<file path="src/rtl/spcd_pkg.sv">
// Shared types, constants and helpers for the spectral peak cluster detector.
package spcd_pkg;

    // Frame and field sizes
    localparam int DEF_FRAME_BINS = 4096;
    localparam int SAMPLE_W       = 16;
    localparam int BIN_OUT_W      = 12;
    localparam int GAP_W          = 8;
    localparam int MARGIN_W       = 15;

    // Result queue
    localparam int OQ_DEPTH = 4;
    localparam int OQ_PTR_W = $clog2(OQ_DEPTH);
    localparam int OQ_CNT_W = $clog2(OQ_DEPTH + 1);

    // Register map
    localparam int APB_ADDR_W = 4;
    localparam int APB_DATA_W = 32;

    typedef enum logic [1:0] {
        REG_LEVEL_THRESHOLD = 2'd0,
        REG_GAP_BINS        = 2'd1,
        REG_MIN_MARGIN      = 2'd2
    } t_reg_idx;

    localparam logic signed [SAMPLE_W-1:0] RST_LEVEL_THRESHOLD = -16'sd8960;
    localparam logic [GAP_W-1:0]           RST_GAP_BINS        = 8'd10;
    localparam logic [MARGIN_W-1:0]        RST_MIN_MARGIN      = 15'd1280;

    typedef struct packed {
        logic signed [SAMPLE_W-1:0] sample_db;
        logic                       frame_end;
    } t_spcd_in;

    typedef struct packed {
        logic [BIN_OUT_W-1:0]       peak_bin;
        logic signed [SAMPLE_W-1:0] peak_level;
        logic [BIN_OUT_W-1:0]       first_bin;
        logic [BIN_OUT_W-1:0]       final_bin;
        logic                       run_last;
    } t_spcd_out;

    typedef struct packed {
        logic signed [SAMPLE_W-1:0] level_threshold;
        logic [GAP_W-1:0]           gap_bins;
        logic [MARGIN_W-1:0]        min_margin;
    } t_spcd_cfg;

    // Results produced by one item, packed from slot 0
    typedef struct packed {
        logic [1:0] count;
        t_spcd_out  slot0;
        t_spcd_out  slot1;
    } t_spcd_push;

    // Peak minus threshold reaches the margin
    function automatic logic margin_ok(
        input logic signed [SAMPLE_W-1:0] level,
        input logic signed [SAMPLE_W-1:0] thr,
        input logic [MARGIN_W-1:0]        margin
    );
        logic signed [SAMPLE_W+1:0] diff;
        diff = {{2{level[SAMPLE_W-1]}}, level} - {{2{thr[SAMPLE_W-1]}}, thr};
        return diff >= $signed({3'b000, margin});
    endfunction

endpackage

</file>
<file path="src/rtl/spcd_core.sv">
// Cluster tracking: bin count, open cluster state and the results of each item.
module spcd_core #(
    parameter int FRAME_BINS = spcd_pkg::DEF_FRAME_BINS
) (
    input  logic                  i_clk,
    input  logic                  i_rst_n,
    input  logic                  i_accept,
    input  spcd_pkg::t_spcd_in    i_item,
    input  spcd_pkg::t_spcd_cfg   i_cfg,
    output spcd_pkg::t_spcd_push  o_push
);
    import spcd_pkg::*;

    localparam int CW = $clog2(FRAME_BINS);
    localparam int GW = (CW > GAP_W) ? CW : GAP_W;
    localparam logic [CW-1:0] LAST_BIN = CW'(FRAME_BINS - 1);

    logic [CW-1:0]              r_bin, n_bin;
    logic                       r_open, n_open;
    logic [CW-1:0]              r_start, n_start;
    logic [CW-1:0]              r_last, n_last;
    logic signed [SAMPLE_W-1:0] r_best_level, n_best_level;
    logic [CW-1:0]              r_best_bin, n_best_bin;

    logic signed [SAMPLE_W-1:0] level;
    logic signed [SAMPLE_W-1:0] thr;
    logic                       above;
    logic                       gap_break;
    logic                       frame_last;
    logic                       open_after;
    logic                       res_a;
    logic                       res_b;
    t_spcd_out                  out_a;
    t_spcd_out                  out_b;

    assign level      = i_item.sample_db;
    assign thr        = i_cfg.level_threshold;
    assign above      = level > thr;
    assign gap_break  = r_open && ((GW'(r_bin) - GW'(r_last)) > GW'(i_cfg.gap_bins));
    assign frame_last = i_item.frame_end || (r_bin >= LAST_BIN);

    // Update the cluster for this bin
    always_comb begin
        n_start      = r_start;
        n_last       = r_last;
        n_best_level = r_best_level;
        n_best_bin   = r_best_bin;
        open_after   = r_open;
        if (above) begin
            open_after = 1'b1;
            if (gap_break || !r_open) begin
                n_start      = r_bin;
                n_last       = r_bin;
                n_best_level = level;
                n_best_bin   = r_bin;
            end else begin
                n_last = r_bin;
                if (level > r_best_level) begin
                    n_best_level = level;
                    n_best_bin   = r_bin;
                end
            end
        end
        n_open = frame_last ? 1'b0 : open_after;
        n_bin  = frame_last ? '0 : r_bin + 1'b1;
    end

    // Build results: old cluster closed by a gap, then cluster closed by frame end
    always_comb begin
        res_a = above && gap_break &&
                margin_ok(r_best_level, thr, i_cfg.min_margin);
        res_b = frame_last && open_after &&
                margin_ok(n_best_level, thr, i_cfg.min_margin);

        out_a.peak_bin   = BIN_OUT_W'(r_best_bin);
        out_a.peak_level = r_best_level;
        out_a.first_bin  = BIN_OUT_W'(r_start);
        out_a.final_bin  = BIN_OUT_W'(r_last);
        out_a.run_last   = !res_b;

        out_b.peak_bin   = BIN_OUT_W'(n_best_bin);
        out_b.peak_level = n_best_level;
        out_b.first_bin  = BIN_OUT_W'(n_start);
        out_b.final_bin  = BIN_OUT_W'(n_last);
        out_b.run_last   = 1'b1;

        o_push.count = i_accept ? ({1'b0, res_a} + {1'b0, res_b}) : 2'd0;
        o_push.slot0 = res_a ? out_a : out_b;
        o_push.slot1 = out_b;
    end

    // Hold control state under reset
    always_ff @(posedge i_clk) begin
        if (!i_rst_n) begin
            r_bin  <= '0;
            r_open <= 1'b0;
        end else if (i_accept) begin
            r_bin  <= n_bin;
            r_open <= n_open;
        end
    end

    // Advance the cluster payload
    always_ff @(posedge i_clk) begin
        if (i_accept) begin
            r_start      <= n_start;
            r_last       <= n_last;
            r_best_level <= n_best_level;
            r_best_bin   <= n_best_bin;
        end
    end

endmodule

</file>
<file path="src/rtl/spcd_outq.sv">
// Result queue: takes up to two items per cycle, delivers one per cycle unless stalled.
module spcd_outq (
    input  logic                  i_clk,
    input  logic                  i_rst_n,
    input  spcd_pkg::t_spcd_push  i_push,
    output logic                  o_full,
    output logic                  o_valid,
    input  logic                  i_stall,
    output spcd_pkg::t_spcd_out   o_data
);
    import spcd_pkg::*;

    t_spcd_out            r_mem [OQ_DEPTH];
    logic [OQ_PTR_W-1:0]  r_wr_ptr, n_wr_ptr;
    logic [OQ_PTR_W-1:0]  r_rd_ptr, n_rd_ptr;
    logic [OQ_CNT_W-1:0]  r_count, n_count;
    logic                 pop;
    logic [OQ_PTR_W-1:0]  wr_ptr_b;

    assign o_valid  = (r_count != '0);
    assign o_data   = r_mem[r_rd_ptr];
    assign pop      = o_valid && !i_stall;
    // Refuse new items unless two slots are free
    assign o_full   = (r_count > OQ_CNT_W'(OQ_DEPTH - 2));
    assign wr_ptr_b = r_wr_ptr + 1'b1;

    always_comb begin
        n_wr_ptr = r_wr_ptr + OQ_PTR_W'(i_push.count);
        n_rd_ptr = r_rd_ptr + OQ_PTR_W'(pop);
        n_count  = r_count + OQ_CNT_W'(i_push.count) - OQ_CNT_W'(pop);
    end

    // Advance pointers and fill count
    always_ff @(posedge i_clk) begin
        if (!i_rst_n) begin
            r_wr_ptr <= '0;
            r_rd_ptr <= '0;
            r_count  <= '0;
        end else begin
            r_wr_ptr <= n_wr_ptr;
            r_rd_ptr <= n_rd_ptr;
            r_count  <= n_count;
        end
    end

    // Write result slots
    always_ff @(posedge i_clk) begin
        if (i_push.count != 2'd0) begin
            r_mem[r_wr_ptr] <= i_push.slot0;
        end
        if (i_push.count == 2'd2) begin
            r_mem[wr_ptr_b] <= i_push.slot1;
        end
    end

endmodule

</file>
<file path="src/rtl/spectral_peak_cluster_detector.sv">
// Top level: register port, cluster tracker and result queue.
// A result item enters the queue when the item that closes its cluster is accepted.
// Throughput: one item per cycle; a four-entry result queue absorbs the two results
// that one item can cause, and input stall rises while fewer than two entries are free.
// Reset: synchronous, active low; clears bin count, open flag and queue, loads register defaults.
module spectral_peak_cluster_detector #(
    parameter int FRAME_BINS = spcd_pkg::DEF_FRAME_BINS
) (
    input  logic                               i_clk,
    input  logic                               i_rst_n,
    input  logic                               i_in_valid,
    output logic                               o_in_stall,
    input  spcd_pkg::t_spcd_in                 i_in_data,
    output logic                               o_out_valid,
    input  logic                               i_out_stall,
    output spcd_pkg::t_spcd_out                o_out_data,
    input  logic                               psel,
    input  logic                               penable,
    input  logic                               pwrite,
    input  logic [spcd_pkg::APB_ADDR_W-1:0]    paddr,
    input  logic [spcd_pkg::APB_DATA_W-1:0]    pwdata,
    output logic [spcd_pkg::APB_DATA_W-1:0]    prdata,
    output logic                               pready
);
    import spcd_pkg::*;

    t_spcd_cfg  r_cfg;
    t_spcd_push push;
    logic       accept;
    logic       wr_en;
    t_reg_idx   reg_idx;

    assign pready  = 1'b1;
    assign wr_en   = psel && penable && pwrite;
    assign reg_idx = t_reg_idx'(paddr[3:2]);
    assign accept  = i_in_valid && !o_in_stall;

    // Write configuration registers
    always_ff @(posedge i_clk) begin
        if (!i_rst_n) begin
            r_cfg.level_threshold <= RST_LEVEL_THRESHOLD;
            r_cfg.gap_bins        <= RST_GAP_BINS;
            r_cfg.min_margin      <= RST_MIN_MARGIN;
        end else if (wr_en) begin
            unique case (reg_idx)
                REG_LEVEL_THRESHOLD: r_cfg.level_threshold <= pwdata[SAMPLE_W-1:0];
                REG_GAP_BINS:        r_cfg.gap_bins        <= pwdata[GAP_W-1:0];
                REG_MIN_MARGIN:      r_cfg.min_margin      <= pwdata[MARGIN_W-1:0];
                default: ;
            endcase
        end
    end

    // Read back configuration registers
    always_comb begin
        unique case (reg_idx)
            REG_LEVEL_THRESHOLD: prdata = APB_DATA_W'($unsigned(r_cfg.level_threshold));
            REG_GAP_BINS:        prdata = APB_DATA_W'(r_cfg.gap_bins);
            REG_MIN_MARGIN:      prdata = APB_DATA_W'(r_cfg.min_margin);
            default:             prdata = '0;
        endcase
    end

    spcd_core #(
        .FRAME_BINS (FRAME_BINS)
    ) u_core (
        .i_clk    (i_clk),
        .i_rst_n  (i_rst_n),
        .i_accept (accept),
        .i_item   (i_in_data),
        .i_cfg    (r_cfg),
        .o_push   (push)
    );

    spcd_outq u_outq (
        .i_clk   (i_clk),
        .i_rst_n (i_rst_n),
        .i_push  (push),
        .o_full  (o_in_stall),
        .o_valid (o_out_valid),
        .i_stall (i_out_stall),
        .o_data  (o_out_data)
    );

endmodule
</file>
<file path="config.mk">
export PLATFORM = sky130hd
export DESIGN_NAME = spectral_peak_cluster_detector
export DESIGN_NICKNAME = d
export VERILOG_FILES = /design/src/rtl/spcd_pkg.sv /design/src/rtl/spcd_core.sv /design/src/rtl/spcd_outq.sv /design/src/rtl/spectral_peak_cluster_detector.sv
export SDC_FILE = /design/constraint.sdc
export NUM_CORES = 1
export LEC_CHECK = 0
export BUFFER_PORTS_ARGS = -buffer_cell sky130_fd_sc_hd__buf_2
export CAP_MARGIN = 20
export CORE_MARGIN = 3
export CORE_UTILIZATION = 42
export DETAILED_ROUTE_END_ITERATION = 8
export HOLD_SLACK_MARGIN = 0.02
export SLEW_MARGIN = 30
export SYNTH_ARGS = -nofsm -noshare
export SYNTH_HDL_FRONTEND = slang
export SYNTH_HIERARCHICAL = 1
export SYNTH_SLANG_ARGS = --single-unit
</file>
<file path="constraint.sdc">
create_clock -name i_clk -period 14.3 [get_ports i_clk]
set_input_delay 2.86 -clock i_clk [delete_from_list [all_inputs] [get_ports i_clk]]
set_output_delay 2.86 -clock i_clk [all_outputs]
set_load 0.005 [all_outputs]
</file>
==> results list <==
- The worst setup path is launched from a primary input.
* Detailed-route vias per instance: 5.51
- Final estimated routing congestion in global placement: 0.855
- Buffers placed on the I/O ports in this run total 112.
- After detailed routing, the total wire length is 49200 um.
* Setup repair after global routing missed its margin: false
- Count of state elements after synthesis: 323
- The die covers 50000 sq um.
- Part of the total power dissipated in sequential elements: 0.402
* Area growth from synthesis to final layout: 11.0%
* ANT cells: 0
- Of the available clock period, the critical path in the final layout requires 0.733.
* All-Layer GR Usage: 0.195
- For this run, the number of Yosys warnings is 6.
- The HPWL after detailed placement is 32700 um.
- The first global-routing pass estimated 75200 um of wire.
- Final critical path time including I/O delays and setup: 10.48 ns
* Synth async-reset ratio: 0
* Cell with the largest stage delay on the worst path: sky130_fd_sc_hd__and3b_4
- Per-instance average area after synthesis: 12.8 sq um
- Net switching fraction of the power: 0.301
- Kind of capture point of the worst setup path: flop
- The clock reaches the later pin of the worst-skew pair after 0.55 ns.
- TritonCTS built the clock tree.
* Total number of clock tree sinks: 323
- STA puts the critical path data arrival time at 10.78 ns.
* Unique masters post-synth: 69
* Count of routing violations after the opening detailed-route iteration: 845
- Of the post-synthesis cell area, the dominant cell type holds 0.399.
- The final layout contains 1827 nets.
- After floorplanning, the core was sized to cover 46700 sq um.
* Maximum ir drop on the vdd rail: 85.2 uV
* Clock tree buffer depth: 3
* Die boundary width: 224 um
* CTS-repair resized insts: 0
- Across all layers, the routed design uses 12600 vias.
- The share of total power dissipated in the clock network is 0.307.
- Final setup violation count: 0
* Vias in the first global route: 12700
* Max FO, Critical Path: 35
- Worst hold path type: reg2reg
- For this run, the leading register cell type out of synthesis is sky130_fd_sc_hd__edfxtp_1.
- Synth top area cells: sky130_fd_sc_hd__edfxtp_1 40%, sky130_fd_sc_hd__mux2_2 13%, sky130_fd_sc_hd__ha_1 7.4%
* Number of endpoints with negative hold slack in the final report: 0
* Number of antenna violations at the first check in global routing: 0
* Max H-tree Level: 2
- Summed over all nets, the switching power comes to 875 uW.
- Buffers inserted during clock tree synthesis total 37.
- After synthesis the cells add up to 19900 sq um.
- CTS Hold Buffers Added: 0
- For this run, the detailed router's first-pass iteration total came to 5.
* IO Pins: 148
- Critical path data required time: 14.60 ns
- The clock arrives with 0.0166 ns of skew.
* Synth area leader: sky130_fd_sc_hd__edfxtp_1
- Vertical die dimension: 224 um
* Peak Freq: 95.4 MHz
- At the end of the flow the core is filled with cells to 0.473.
- The share of total power dissipated in combinational logic is 0.291.
* Worst rel slew slack: 0.361
- The total count of max-transition violations in the final report came to 0.
- Post-CTS clock slew at the launch and capture registers of the worst setup and hold paths: 0.06 ns
* Starting density of the core: 0.426
- Root Buffer Master: sky130_fd_sc_hd__clkbuf_16
- Seq/Total Area, Yosys: 0.458
- In this run the power density over the cells is 132 nW/um^2.
* Synthesized netlist cell count: 1549
* Number of synthesized flops with an enable pin: 264
* Largest net degree at the start of global routing: 63
- Crit path largest cell delay: 0.75 ns
- Drt wl/cell: 21.6 um
* Fraction of layout cells with a size suffix above 1: 0.323
* Number of nets with antenna violations after detailed routing: 0
- Cell-internal power: 2040 uW
* Pin slew with the least headroom to its limit: 0.958 ns
* GRT Residual Overflow: 0
- Class of the most critical setup path: in2reg
- Across the run, the number of max-cap violations was 0.
* FP Rows: 79
* Outcome: completed
- DRC errors left: 0
- Leakage power figure: 0.00844 uW
* Final setup TNS: 0 ns
* Setup Fix Bufs, Post-CTS: 0
worst paths after layout:
kind,end,cells past startpoint,start,slack (ns)
max,u_outq/r_mem[3][46]$_DFFE_PP_,29,i_in_data[8],3.82
max reg2reg,u_outq/r_mem[3][46]$_DFFE_PP_,36,u_core/r_bin[0]$_SDFFE_PN0P_,4.19
min,r_cfg[4]$_SDFFE_PN0P_,2,r_cfg[4]$_SDFFE_PN0P_,0.47
min reg2reg,r_cfg[4]$_SDFFE_PN0P_,2,r_cfg[4]$_SDFFE_PN0P_,0.47
kinds of logic (layout without fill, tap and decap cells):
group / Yosys count / after routing / synth area share
flip-flops: 323 / 323 / 0.458
AND/OR/NAND/NOR: 256 / 256 / 0.0617
adder cells (fa/ha/maj): 122 / 122 / 0.0783
XOR/XNOR: 43 / 43 / 0.0189
buffers and inverters: 188 / 297 / 0.0470
AO/OA/AOI/OAI: 208 / 208 / 0.0674
other: 3 / 18 / 0.000566
multiplexers: 406 / 406 / 0.268
cells in the mapped netlist, drive strengths merged, types with 7 or more instances:
library cell and number:
mux2i 51, nand3 17, mux4 53, xor2 18, edfxtp 264, inv 97, buf 67, clkbuf 24
a21oi 59, nand4 15, a211oi 7, mux2 302, xnor2 25, dfxtp 59, nor3 9, nor2 62
or3 9, nor2b 16, o211ai 16, o21ai 59, a21o 20, ha 118, o31ai 8, nand2 95
o21a 10, and2 9
area by class of cell:
class | instances | area (sq um)
clock inverters | 14 | 96.3
flip-flops and latches | 323 | 9110
well taps | 607 | 759
clock buffers | 53 | 1030
inverters | 97 | 364
repair buffers | 133 | 754
multi-input cells | 1053 | 9950
fillers | 4186 | 24600
power groups by stage:
stage | Combinational [uW] | Clock (uW) | Sequential, uW
6_report | 846 | 894 | 1170
5_1_grt | 936 | 954 | 1180
4_1_cts | 850 | 915 | 1170
3_5_place_dp | 843 | 0 | 1190
3_3_place_gp | 827 | 0 | 1190
2_1_floorplan | 624 | 0 | 1170
registers in the layout, indices dropped and copies added, names as in the netlist:
signal,flops
u_outq/r_wr_ptr,2
u_core/r_open,1
u_outq/r_count,3
u_core/r_bin,12
u_outq/r_rd_ptr,2
u_outq/r_mem,212
u_core/r_best_bin,12
u_core/r_start,12
u_core/r_last,12
u_core/r_best_level,16
r_cfg,39
metal layers:
layer	global-route usage	up-vias	wire [um]
li1	-	5998	-
met5	0	-	0
met1	0.279	6248	23100
met2	0.311	253	22800
met3	0.0300	57	2100
met4	0.0526	0	1140
placed cells by master, fill, tap and decap left out, types with 9 or more instances in the layout:
master and instances:
sky130_fd_sc_hd__a21o_1 19, sky130_fd_sc_hd__a21oi_1 57, sky130_fd_sc_hd__and2_1 9, sky130_fd_sc_hd__buf_2 112, sky130_fd_sc_hd__buf_4 18, sky130_fd_sc_hd__clkbuf_1 13, sky130_fd_sc_hd__clkbuf_16 38, sky130_fd_sc_hd__conb_1 18
sky130_fd_sc_hd__dfxtp_1 57, sky130_fd_sc_hd__edfxtp_1 264, sky130_fd_sc_hd__ha_1 118, sky130_fd_sc_hd__inv_1 97, sky130_fd_sc_hd__mux2_1 19, sky130_fd_sc_hd__mux2_2 224, sky130_fd_sc_hd__mux2_4 59, sky130_fd_sc_hd__mux2i_1 51
sky130_fd_sc_hd__mux4_2 53, sky130_fd_sc_hd__nand2_1 95, sky130_fd_sc_hd__nand3_1 15, sky130_fd_sc_hd__nand4_1 15, sky130_fd_sc_hd__nor2_1 61, sky130_fd_sc_hd__nor2b_1 13, sky130_fd_sc_hd__nor3_1 9, sky130_fd_sc_hd__o211ai_1 16
sky130_fd_sc_hd__o21a_1 10, sky130_fd_sc_hd__o21ai_0 57, sky130_fd_sc_hd__or3_1 9, sky130_fd_sc_hd__xnor2_1 25, sky130_fd_sc_hd__xor2_1 18
critical path, delay by kind of cell:
kind | cells | cell delay (ns)
AOI/OAI and AO/OA | 15 | 3.53
buffers and inverters | 4 | 0.98
adders and majority gates | 4 | 1.08
and+or+nand+nor | 4 | 1.44
muxes | 2 | 0.85
metrics by stage:
step	hold WS (ns)	setup WS, ns	cells	area (sq um)	total power, uW
2_1_floorplan	0.447	1.80	1564	19900	1790
3_3_place_gp	0.461	2.96	2212	20900	2010
3_5_place_dp	0.467	2.90	2212	20900	2030
4_1_cts	0.475	3.43	2279	22000	2930
5_1_grt	0.496	3.36	2280	22100	3070
6_report	0.475	3.82	2280	22100	2910
(Power assumes the default switching activity.)
